===== config.mk =====
export PLATFORM = sky130hd
export DESIGN_NAME = signed_int_to_decimal_ascii_core
export DESIGN_NICKNAME = d
export VERILOG_FILES = /design/src/rtl/itoa_pkg.sv /design/src/rtl/itoa_cell.sv /design/src/rtl/signed_int_to_decimal_ascii_core.sv
export SDC_FILE = /design/constraint.sdc
export NUM_CORES = 1
export LEC_CHECK = 0
export BUFFER_PORTS_ARGS = -buffer_cell sky130_fd_sc_hd__buf_2
export CAP_MARGIN = 20
export CELL_PAD_IN_SITES_DETAIL_PLACEMENT = 0
export CELL_PAD_IN_SITES_GLOBAL_PLACEMENT = 1
export CORE_ASPECT_RATIO = 0.9
export CORE_MARGIN = 4
export CORE_UTILIZATION = 30
export CTS_BUF_LIST = sky130_fd_sc_hd__clkbuf_4
export CTS_CLUSTER_SIZE = 16
export DETAILED_ROUTE_END_ITERATION = 8
export GPL_TIMING_DRIVEN = 0
export PLACE_DENSITY_LB_ADDON = 0.1
export SLEW_MARGIN = 20
export SYNTH_ARGS = -nofsm -noshare
export SYNTH_HDL_FRONTEND = slang
export SYNTH_HIERARCHICAL = 1
export SYNTH_SLANG_ARGS = --single-unit

===== constraint.sdc =====
create_clock -name clk -period 8.1 [get_ports clk]
set_clock_uncertainty 0.2 [all_clocks]
set_input_delay 0.405 -clock clk [delete_from_list [all_inputs] [get_ports clk]]
set_output_delay 0.405 -clock clk [all_outputs]
set_load 0.03 [all_outputs]

===== src/rtl/itoa_pkg.sv =====
// ----------------------------------------------------------------------------
// itoa_pkg
// Types and constants shared by the signed integer to decimal text converter.
// ----------------------------------------------------------------------------
`default_nettype none

package itoa_pkg;

	localparam int VALUE_W    = 32;
	localparam int CHAR_W     = 6;
	localparam int DIGIT_W    = 4;
	localparam int NUM_DIGITS = 10;
	localparam int BIT_CNT_W  = $clog2(VALUE_W);
	localparam int DIG_CNT_W  = $clog2(NUM_DIGITS + 1);

	localparam logic [CHAR_W-1:0]  DIGIT_BASE    = 6'd48;
	localparam logic [CHAR_W-1:0]  MINUS_CHAR    = 6'd45;
	localparam logic [DIGIT_W-1:0] DIGIT_ADJ_MIN = 4'd5;
	localparam logic [DIGIT_W-1:0] DIGIT_ADJ     = 4'd3;

	typedef struct packed {
		logic clear;
		logic dabble;
		logic shift_out;
	} cell_ctrl_t;

	typedef enum logic [4:0] {
		ST_IDLE = 5'b00001,
		ST_CONV = 5'b00010,
		ST_SKIP = 5'b00100,
		ST_SIGN = 5'b01000,
		ST_EMIT = 5'b10000
	} state_t;

endpackage

`default_nettype wire


===== src/rtl/itoa_cell.sv =====
// ----------------------------------------------------------------------------
// itoa_cell
// One BCD digit of the conversion chain: shift-add-3 step while the binary
// magnitude is shifted in, then a plain digit shift toward the top for output.
// ----------------------------------------------------------------------------
`default_nettype none

module itoa_cell (
	input  wire logic                           clk,
	input  wire logic                           arst_n,
	input  wire itoa_pkg::cell_ctrl_t           ctrl,
	input  wire logic                           carry_in,
	input  wire logic [itoa_pkg::DIGIT_W-1:0]   digit_in,
	output logic                                carry_out,
	output logic [itoa_pkg::DIGIT_W-1:0]        digit
);
	import itoa_pkg::*;

	logic [DIGIT_W-1:0] digit_q;
	logic [DIGIT_W-1:0] adj;

	assign adj       = (digit_q >= DIGIT_ADJ_MIN) ? digit_q + DIGIT_ADJ : digit_q;
	assign carry_out = adj[DIGIT_W-1];
	assign digit     = digit_q;

	always_ff @(posedge clk or negedge arst_n) begin
		if (!arst_n) begin
			digit_q <= '0;
		end else if (ctrl.clear) begin
			digit_q <= '0;
		end else if (ctrl.dabble) begin
			digit_q <= {adj[DIGIT_W-2:0], carry_in};
		end else if (ctrl.shift_out) begin
			digit_q <= digit_in;
		end
	end

endmodule

`default_nettype wire


===== src/rtl/signed_int_to_decimal_ascii_core.sv =====
// ----------------------------------------------------------------------------
// signed_int_to_decimal_ascii_core
// Converts one signed 32-bit value into its decimal ASCII text.
//
// A request on the value channel (value_valid, value_stall) carries one
// two's complement integer. The block answers on the char channel
// (char_valid, char_stall) with one character per item, most significant
// first: an optional '-' and then the digits, leading zeros dropped, zero
// giving a single '0'. last_char marks the final character of the text.
// Conversion runs a chain of ten BCD digit cells, shift-add-3, one bit of
// the magnitude per cycle. Leading zero digits are then shifted out at
// one a cycle (up to 9), the first digit to send is then found, and each
// character leaves in its own cycle while char_stall is low, 1 to 11 of
// them. One request is worked on at a time, so the next request is
// accepted only after the last character of the current one is taken;
// value_stall is high from acceptance until the last character is taken.
// While a character is offered and char_stall is high, it and all state hold.
// Reset returns the block to idle and discards any request in progress.
// ----------------------------------------------------------------------------
`default_nettype none

module signed_int_to_decimal_ascii_core (
	input  wire logic                            clk,
	input  wire logic                            arst_n,
	input  wire logic                            value_valid,
	output logic                                 value_stall,
	input  wire logic signed [itoa_pkg::VALUE_W-1:0] value,
	output logic                                 char_valid,
	input  wire logic                            char_stall,
	output logic [itoa_pkg::CHAR_W-1:0]          text_char,
	output logic                                 last_char
);
	import itoa_pkg::*;

	state_t                 state_q;
	logic [VALUE_W-1:0]     mag_q;
	logic                   neg_q;
	logic [BIT_CNT_W-1:0]   bit_cnt_q;
	logic [DIG_CNT_W-1:0]   dig_cnt_q;
	cell_ctrl_t             ctrl;
	logic                   accept;
	logic                   advance;
	logic                   skip_zero;

	logic [DIGIT_W-1:0]     digit_w [NUM_DIGITS];
	logic                   carry_w [NUM_DIGITS];
	logic [DIGIT_W-1:0]     top_digit;

	assign accept      = value_valid && !value_stall;
	assign value_stall = (state_q != ST_IDLE);
	assign char_valid  = (state_q == ST_SIGN) || (state_q == ST_EMIT);
	assign advance     = char_valid && !char_stall;
	assign top_digit   = digit_w[NUM_DIGITS-1];
	assign skip_zero   = (top_digit == '0) && (dig_cnt_q > DIG_CNT_W'(1));

	assign text_char = (state_q == ST_SIGN) ? MINUS_CHAR
	                                         : DIGIT_BASE + {{(CHAR_W-DIGIT_W){1'b0}}, top_digit};
	assign last_char = (state_q == ST_EMIT) && (dig_cnt_q == DIG_CNT_W'(1));

	always_comb begin
		ctrl.clear     = accept;
		ctrl.dabble    = (state_q == ST_CONV);
		ctrl.shift_out = ((state_q == ST_SKIP) && skip_zero)
		              || ((state_q == ST_EMIT) && advance);
	end

	genvar gi;
	generate
		for (gi = 0; gi < NUM_DIGITS; gi++) begin : g_cell
			logic               cin;
			logic [DIGIT_W-1:0] din;
			if (gi == 0) begin : g_first
				assign cin = mag_q[VALUE_W-1];
				assign din = '0;
			end else begin : g_rest
				assign cin = carry_w[gi-1];
				assign din = digit_w[gi-1];
			end
			itoa_cell u_cell (
				.clk       (clk),
				.arst_n    (arst_n),
				.ctrl      (ctrl),
				.carry_in  (cin),
				.digit_in  (din),
				.carry_out (carry_w[gi]),
				.digit     (digit_w[gi])
			);
		end
	endgenerate

	always_ff @(posedge clk or negedge arst_n) begin
		if (!arst_n) begin
			state_q   <= ST_IDLE;
			bit_cnt_q <= '0;
			dig_cnt_q <= '0;
			neg_q     <= 1'b0;
		end else begin
			case (state_q)
				ST_IDLE: begin
					if (accept) begin
						neg_q     <= value[VALUE_W-1];
						bit_cnt_q <= BIT_CNT_W'(VALUE_W - 1);
						dig_cnt_q <= DIG_CNT_W'(NUM_DIGITS);
						state_q   <= ST_CONV;
					end
				end
				ST_CONV: begin
					bit_cnt_q <= bit_cnt_q - BIT_CNT_W'(1);
					if (bit_cnt_q == '0) begin
						state_q <= ST_SKIP;
					end
				end
				ST_SKIP: begin
					if (skip_zero) begin
						dig_cnt_q <= dig_cnt_q - DIG_CNT_W'(1);
					end else if (neg_q) begin
						state_q <= ST_SIGN;
					end else begin
						state_q <= ST_EMIT;
					end
				end
				ST_SIGN: begin
					if (advance) begin
						state_q <= ST_EMIT;
					end
				end
				ST_EMIT: begin
					if (advance) begin
						dig_cnt_q <= dig_cnt_q - DIG_CNT_W'(1);
						if (dig_cnt_q == DIG_CNT_W'(1)) begin
							state_q <= ST_IDLE;
						end
					end
				end
				default: begin
					state_q <= ST_IDLE;
				end
			endcase
		end
	end

	always_ff @(posedge clk) begin
		if (accept) begin
			mag_q <= value[VALUE_W-1] ? VALUE_W'(-value) : VALUE_W'(value);
		end else if (state_q == ST_CONV) begin
			mag_q <= {mag_q[VALUE_W-2:0], 1'b0};
		end
	end

	a_busy_while_emit: assert property (@(posedge clk) disable iff (!arst_n)
		char_valid |-> value_stall)
		else $error("request accepted while text is being emitted");

	a_idle_after_last: assert property (@(posedge clk) disable iff (!arst_n)
		(advance && last_char) |=> (!char_valid && !value_stall))
		else $error("block not idle after last character");

	a_digit_range: assert property (@(posedge clk) disable iff (!arst_n)
		(state_q == ST_EMIT) |-> (top_digit <= 4'd9))
		else $error("cell chain holds a non-decimal digit");

	a_no_lead_zero: assert property (@(posedge clk) disable iff (!arst_n)
		((state_q == ST_EMIT) && $past(state_q != ST_EMIT) && (dig_cnt_q > DIG_CNT_W'(1)))
		|-> (top_digit != '0))
		else $error("leading zero emitted");

	a_count_nonzero: assert property (@(posedge clk) disable iff (!arst_n)
		char_valid |-> (dig_cnt_q != '0))
		else $error("character emitted with no digits left");

endmodule

`default_nettype wire

Word-level counts from Yosys, hierarchy flattened --
Index checks and enable logic that the tools add are counted.
Operators by class: order comparisons 11, $add $sub $neg 14, mux-type cells 58, equal/unequal tests 14, reductions and logical operators 20
Operators with widths (number):
- $mux W4 | 42
- $mux W32 | 3
- $ge A4 B3 Y1 const B | 10
- $mux W5 | 8
- $add A4 B2 Y4 const B | 9
- $neg A32 Y32 | 1
- $pmux W5 S5 | 1
- $pmux W4 S3 | 1
- $ne A2 B2 Y1 const B | 5
- $pmux W5 S2 | 1
- $add A5 B5 Y6 const A | 1
- $logic_and A1 B1 Y1 | 6
- $mux W6 | 1
- $reduce_and A6 Y1 | 1
- $reduce_bool A3 Y1 | 2
- $eq A5 B1 Y1 const B | 1
- $eq A5 B2 Y1 const B | 1
- $eq A5 B3 Y1 const B | 1
- $eq A5 B4 Y1 const B | 1
- $eq A5 B5 Y1 const B | 1
- $logic_not A5 Y1 | 1
- $ne A5 B1 Y1 const B | 1
- $sub A5 B1 Y5 const B | 1
- $eq A4 B1 Y1 const B | 1
- 11 further kinds | 16
Storage, ports and cells: output and inout port bits 9, flip-flop bits (word level) 87, input bits 36, word-level logic and storage cells 132

Depth between registers and ports, before layout --
Gate-level depths: netlist of the first run.
depth in word-level cells 8, depth in mapped cells 8, gate-level depth less buffers 8

Modules after synthesis --
The synthesis of the first run kept the hierarchy.
By module, submodules not included:
- itoa_cell | area each 344.1 µm², times used 10, cells each 39
- signed_int_to_decimal_ascii_core | area each 2884.0 µm², times used 1, cells each 310

Worst setup path before layout of the first run --
No wires, ideal clock.
kind flip-flop to flip-flop, start register state_q[4], end register g_cell[1].u_cell.digit_q[0], path buffers 1, period minus slack after synthesis 5.636 ns, setup slack 2.464 ns, cell stages (with the launch flop) 7, library setup time 0.090 ns, arrival time 5.346 ns, cell sequence dfrtp_1 > clkbuf_1 > nand3_1 > o21ai_0 > mux2_2 > mux2i_1 > nor2_1
RTL lines:
- start: declaration | line signed_int_to_decimal_ascii_core.sv:35 | state_t state_q;
- start signal: assignment | line signed_int_to_decimal_ascii_core.sv:93 | state_q <= ST_IDLE;
- start signal: assignment | line signed_int_to_decimal_ascii_core.sv:104 | state_q <= ST_CONV;
- start signal: assignment | line signed_int_to_decimal_ascii_core.sv:110 | state_q <= ST_SKIP;
- end signal: assignment | line itoa_cell.sv:32 | digit_q <= {adj[DIGIT_W-2:0], carry_in};
- end signal: assignment | line itoa_cell.sv:34 | digit_q <= digit_in;
- end: declaration | line itoa_cell.sv:19 | logic [DIGIT_W-1:0] digit_q;

==> impl_metrics.tcl, run 1 <==
set metrics [dict create \
    status "finished, final reports clean" \
    start_kind "flop" \
    reg2reg_slack_ns 5.03 \
    r2r-end "state_q[4]" \
    place_inst 1033 \
    syn_inst 697 \
    drc 0 \
    grt_pass1_vias 5320 \
    wire_per_inst_um 15.0 \
    power.static_leakage_nw 2.69 \
    syn2layout_area_growth_pct 14.2 \
    worst-path-max-fanout 28 \
    port_buffers 42 \
    fin_nets 819 \
    gp_congestion 0.831 \
    worstMarginPinSlew_ns 0.802 \
    post-route-min-period_ns 3.07 \
    rr_worst_depth 7 \
    dieArea_sq_mm 0.0234 \
    viasPerCell 5.05 \
    drt_wl_total_um 15800 \
    clock_path_buffers 2 \
    antenna_left 0 \
    p_switching_mw 0.727 \
    synth.avg_cell_area_sq_um 9.05 \
    cts_resized 0 \
    combPwrFrac 0.444 \
    intPower_mw 1.10 \
    clk_latency_ns 0.46 \
    vias 5303 \
    critical_path_required_ns 8.24 \
    grt_overflow 0 \
    drtIter0Drc 297 \
    rsz0062_at_grt "false" \
    power_frac_seq 0.398 \
    dp_hpwl_um 11200 \
    mostFrequentLayoutCells "66 x nand2_1, 57 x nor2_1, 54 x dfrtp_1" \
    ctsHtreeMaxLevel 3 \
    setup_viol 0 \
    grt_pass1_wl_um 27100 \
    report.final.hold_viol_count 0 \
    p_clk_frac 0.158 \
    drive_gt1_frac 0.127 \
    core.rowCount 50 \
    synth_area_sq_mm 0.00631 \
    grt_use_total 0.139 \
    p_sw_frac 0.398 \
    numCtsBuffers 9 \
    finalCritPeriodShare 0.379 \
    dp_slack_ns 5.01 \
    grt_max_degree 79 \
    holdWs_ns 0.0958 \
    fin_cells 1051 \
    antenna_found_initial 1 \
    ios 45 \
    end_kind "flop" \
    drv_slew 0 \
    fp.coreArea_sq_mm 0.0207 \
    tritoncts "done" \
    cts_num_sinks 87 \
    design_area_sq_mm 0.00720 \
    yosysWarnings 6 \
    clock-root-buffer "clkbuf_4" \
    p_per_area_mw_per_mm2 254 \
    die_w_um 161 \
    start_util 0.305 \
    dpl_cell_area_sq_mm 0.00704 \
    dr.pass1.iters 5 \
    fmax_ghz 0.326 \
    die_h_um 146 \
    max_cap_viol_count 0 \
    fin_ws_ns 5.03 \
    r2r-start "state_q[4]" \
    min_path_type "in -> async" \
    criticalPathCategory "reg -> reg" \
    clkSlewWorstSetupHoldPaths_ns 0.16 \
    arrival_ns 3.21 \
    fin_tns_setup_ns 0 \
    relSlewSlack 0.464 \
    irDropWorstVdd_v 0.0000974 \
    layout_commonest_cell "nand2_1" \
]
## metal layers
| layer | up-vias | wire length (um) | share of wire | global-route usage |
|---|---|---|---|---|
| li1 | 2658 | - | - | - |
| met1 | 2530 | 7600 | 0.48 | 0.190 |
| met2 | 104 | 7250 | 0.46 | 0.220 |
| met3 | 11 | 753 | 0.048 | 0.0379 |
| met4 | 0 | 161 | 0.010 | 0.0324 |
| met5 | - | 0 | 0 | 0 |
## metrics by stage
step                      power [mW]  utilization
after detailed placement        1.57        0.340
after global placement          1.53        0.333
after global routing            2.00        0.348
after CTS                       1.87        0.348
final                           1.83        0.348
after floorplan                 1.32            -
## power by group through the flow
stage | clock network (mW) | registers (mW) | logic, mW
final | 0.289 | 0.728 | 0.812
after global routing | 0.325 | 0.746 | 0.930
after CTS | 0.309 | 0.730 | 0.828
after detailed placement | 0 | 0.738 | 0.827
after global placement | 0 | 0.741 | 0.789
after floorplan | 0 | 0.712 | 0.607
## state kept, by name, summed over array words and instances, names as in the netlist
name / count
dig_cnt_q: 4
mag_q: 32
g_cell.u_cell/digit: 40
bit_cnt_q: 5
state_q: 5
neg_q: 1
## worst max-delay path by stage
stage,start,depth (start not counted),to
6_report,state_q[4],7,state_q[4]
5_1_grt,state_q[4],7,state_q[4]
4_1_cts,state_q[4],7,state_q[4]
3_5_place_dp,state_q[4],7,state_q[4]
3_3_place_gp,state_q[4],6,g_cell[4].u_cell/digit[0]
2_1_floorplan,state_q[4],6,g_cell[1].u_cell/digit[0]
## repair_timing
action | 4_1_cts | 5_1_grt
buffers inserted | 0 | 0
endpoints found under the setup margin | 0 | 0
hold endpoints to repair | 54 | 0
hold buffers | 1 | 0
## critical path, cell delays in order (launching register included)
cell and delay [ns]:
dfrtp_1 0.38, clkbuf_1 0.20, nor3_1 0.36, nand2_1 0.21, inv_2 0.63, o21ai_0 0.35
nand4_1 0.28, mux2_2 0.36
## cell type report
class,count,area [sq um]
antenna,1,2.50
buffer,22,249
clock buffer,11,82.6
clock inverter,5,72.6
fill,2155,13500
inverter,52,198
multi-input combinational,539,3550
sequential,87,2340
tap,286,358
timing repair buffer,48,353
(Power assumes the default switching activity.)
==> inputs of run 2 (changes only) <==
--- a/config.mk
+++ b/config.mk
@@ -5,6 +5,7 @@
 export SDC_FILE = /design/constraint.sdc
 export NUM_CORES = 1
 export LEC_CHECK = 0
+export ABC_AREA = 1
 export BUFFER_PORTS_ARGS = -buffer_cell sky130_fd_sc_hd__buf_2
 export CAP_MARGIN = 20
 export CELL_PAD_IN_SITES_DETAIL_PLACEMENT = 0
==> constraint.sdc (replaced) <==
create_clock -name clk -period 2.5 [get_ports clk]
set_clock_uncertainty 0.2 [all_clocks]
set_input_delay 0.125 -clock clk [delete_from_list [all_inputs] [get_ports clk]]
set_output_delay 0.125 -clock clk [all_outputs]
set_load 0.03 [all_outputs]
==> run 2 against run 1 <==
  * Core utilization increased by 0.98 points
  * Synthesized cell count grew 36%
  * Count of clock-buffer cells in the layout unchanged
  * Sequential share of layout area is 2.3 points lower
  * Maximum frequency grew 33%
  * Critical path type unchanged
  * Critical endpoint is now g_cell[1].u_cell/digit[2]
  * Highest routed layer unchanged
==> impl_metrics.tcl, run 2 <==
set metrics [dict create \
    power_mw 7.83 \
    p_clk_frac 0.098 \
    place_inst 1286 \
    drc 0 \
    synth_area_sq_mm 0.00662 \
    relSlewSlack 0.638 \
    combPwrFrac 0.549 \
    drive_gt1_frac 0.138 \
    fin_tns_setup_ns 0 \
    yosysWarnings 6 \
    max_cap_viol_count 0 \
    antenna_found_initial 1 \
    drtIter0Drc 336 \
    cts_num_sinks 87 \
    syn2layout_area_growth_pct 17.2 \
    tritoncts "done" \
    worstMarginPinSlew_ns 0.541 \
    report.final.hold_viol_count 0 \
    criticalPathCategory "reg -> reg" \
    grt_use_total 0.145 \
    die_h_um 149 \
    rsz0062_at_grt "false" \
    fp.coreArea_sq_mm 0.0217 \
    post-route-min-period_ns 2.30 \
    intPower_mw 4.09 \
    numCtsBuffers 9 \
    min_path_type "in -> reg" \
    status "finished, final reports clean" \
    ctsHtreeMaxLevel 3 \
    grt_pass1_vias 5847 \
    worst-path-max-fanout 29 \
    power_frac_seq 0.353 \
    grt_max_degree 46 \
    grt_overflow 0 \
    p_switching_mw 3.74 \
    end_kind "flop" \
    p_per_area_mw_per_mm2 1010 \
    dp_hpwl_um 12500 \
    syn_inst 948 \
    antenna_left 0 \
    clkSlewWorstSetupHoldPaths_ns 0.16 \
    postCtsSetupRepairBufs 0 \
    drt_wl_total_um 16900 \
    clock-root-buffer "clkbuf_4" \
    setup_viol 0 \
    irDropWorstVdd_v 0.000449 \
    ios 45 \
    drv_slew 0 \
    power.static_leakage_nw 3.74 \
    final_util 0.358 \
    finalCritPeriodShare 0.922 \
    fin_cells 1339 \
    gp_congestion 0.781 \
    synth.avg_cell_area_sq_um 6.98 \
    core.rowCount 51 \
    largest_reg_flops 40 \
    die_w_um 165 \
    clk_latency_ns 0.47 \
    fmax_ghz 0.434 \
    layout_commonest_cell "nand2_1" \
    clock_path_buffers 2 \
    mostFrequentLayoutCells "278 x nand2_1, 131 x inv_1, 117 x nor2_1" \
    start_util 0.305 \
    viasPerCell 4.49 \
    grt_pass1_wl_um 29200 \
    vias 6014 \
    fin_nets 1102 \
    critical_path_required_ns 2.69 \
    p_sw_frac 0.477 \
    wire_per_inst_um 12.6 \
    start_kind "flop" \
    port_buffers 42 \
    dr.pass1.iters 4 \
    arrival_ns 2.50 \
    dieArea_sq_mm 0.0245 \
]
==> run 2: final timing paths <==
| kind | from | endpoint | slack (ns) | cells past startpoint |
|---|---|---|---|---|
| worst max register to register | state_q[0] | g_cell[1].u_cell/digit[2] | 0.20 | 11 |
| max in group asynchronous | arst_n | g_cell[9].u_cell/digit[0] | 0.67 | 4 |
| min in group asynchronous | arst_n | g_cell[4].u_cell/digit[1] | 0.52 | 4 |
| worst max-delay path | state_q[0] | g_cell[1].u_cell/digit[2] | 0.20 | 11 |
| worst min register to register | mag_q[20] | mag_q[21] | 0.33 | 2 |
| worst min-delay path | value[31] | neg_q | 0.07 | 4 |
==> run 2: timing repair <==
action | in CTS | in global routing
endpoints found under the hold margin | 95 | 0
gates resized for setup | 0 | 2
hold buffers | 36 | 0
endpoints found under the setup margin | 0 | 26
==> run 2: area by class of cell <==
type | count | area, sq um
Sequential cell | 87 | 2340
Multi-Input combinational cell | 705 | 3630
Antenna cell | 1 | 2.50
Clock buffer | 11 | 82.6
Inverter | 137 | 518
Buffer | 22 | 163
Clock inverter | 5 | 36.3
Timing Repair Buffer | 80 | 628
Fill cell | 2418 | 13900
Tap cell | 291 | 364
==> run 2: layer usage <==
metal | vias up | routed length, um | track usage
li1 | 3231 | - | -
met1 | 2702 | 8850 | 0.214
met2 | 70 | 7320 | 0.223
met3 | 11 | 506 | 0.0224
met4 | 0 | 178 | 0.0341
met5 | - | 0 | 0
==> run 2: power by group through the flow <==
stage / Combinational, mW / Clock [mW] / Sequential (mW)
final: 4.29 / 0.767 / 2.77
after global routing: 4.99 / 0.875 / 2.86
after CTS: 4.37 / 0.827 / 2.78
after detailed placement: 4.30 / 0 / 2.80
after global placement: 4.26 / 0 / 2.82
after floorplan: 3.32 / 0 / 2.66
==> run 2: worst max-delay path: stages, from the launching register on <==
cell and delay [ns]:
dfstp_2 0.58, inv_1 0.08, nor2_2 0.14, nand4_2 0.14
inv_1 0.14, buf_4 0.36, nor2_1 0.11, nand2_2 0.11
nand2_2 0.08, nor2_1 0.14, nand2_1 0.08, nand2_1 0.06
==> run 2: through the flow <==
step	hold WS (ns)	setup slack [ns]	cell area (sq um)
floorplan	-0.371	0.217	6630
global placement	0.289	-0.398	7210
detailed placement	-0.204	0.118	7270
CTS	0.0291	0.0668	7750
global route	0.0601	0.0520	7760
finish	0.0695	0.196	7760
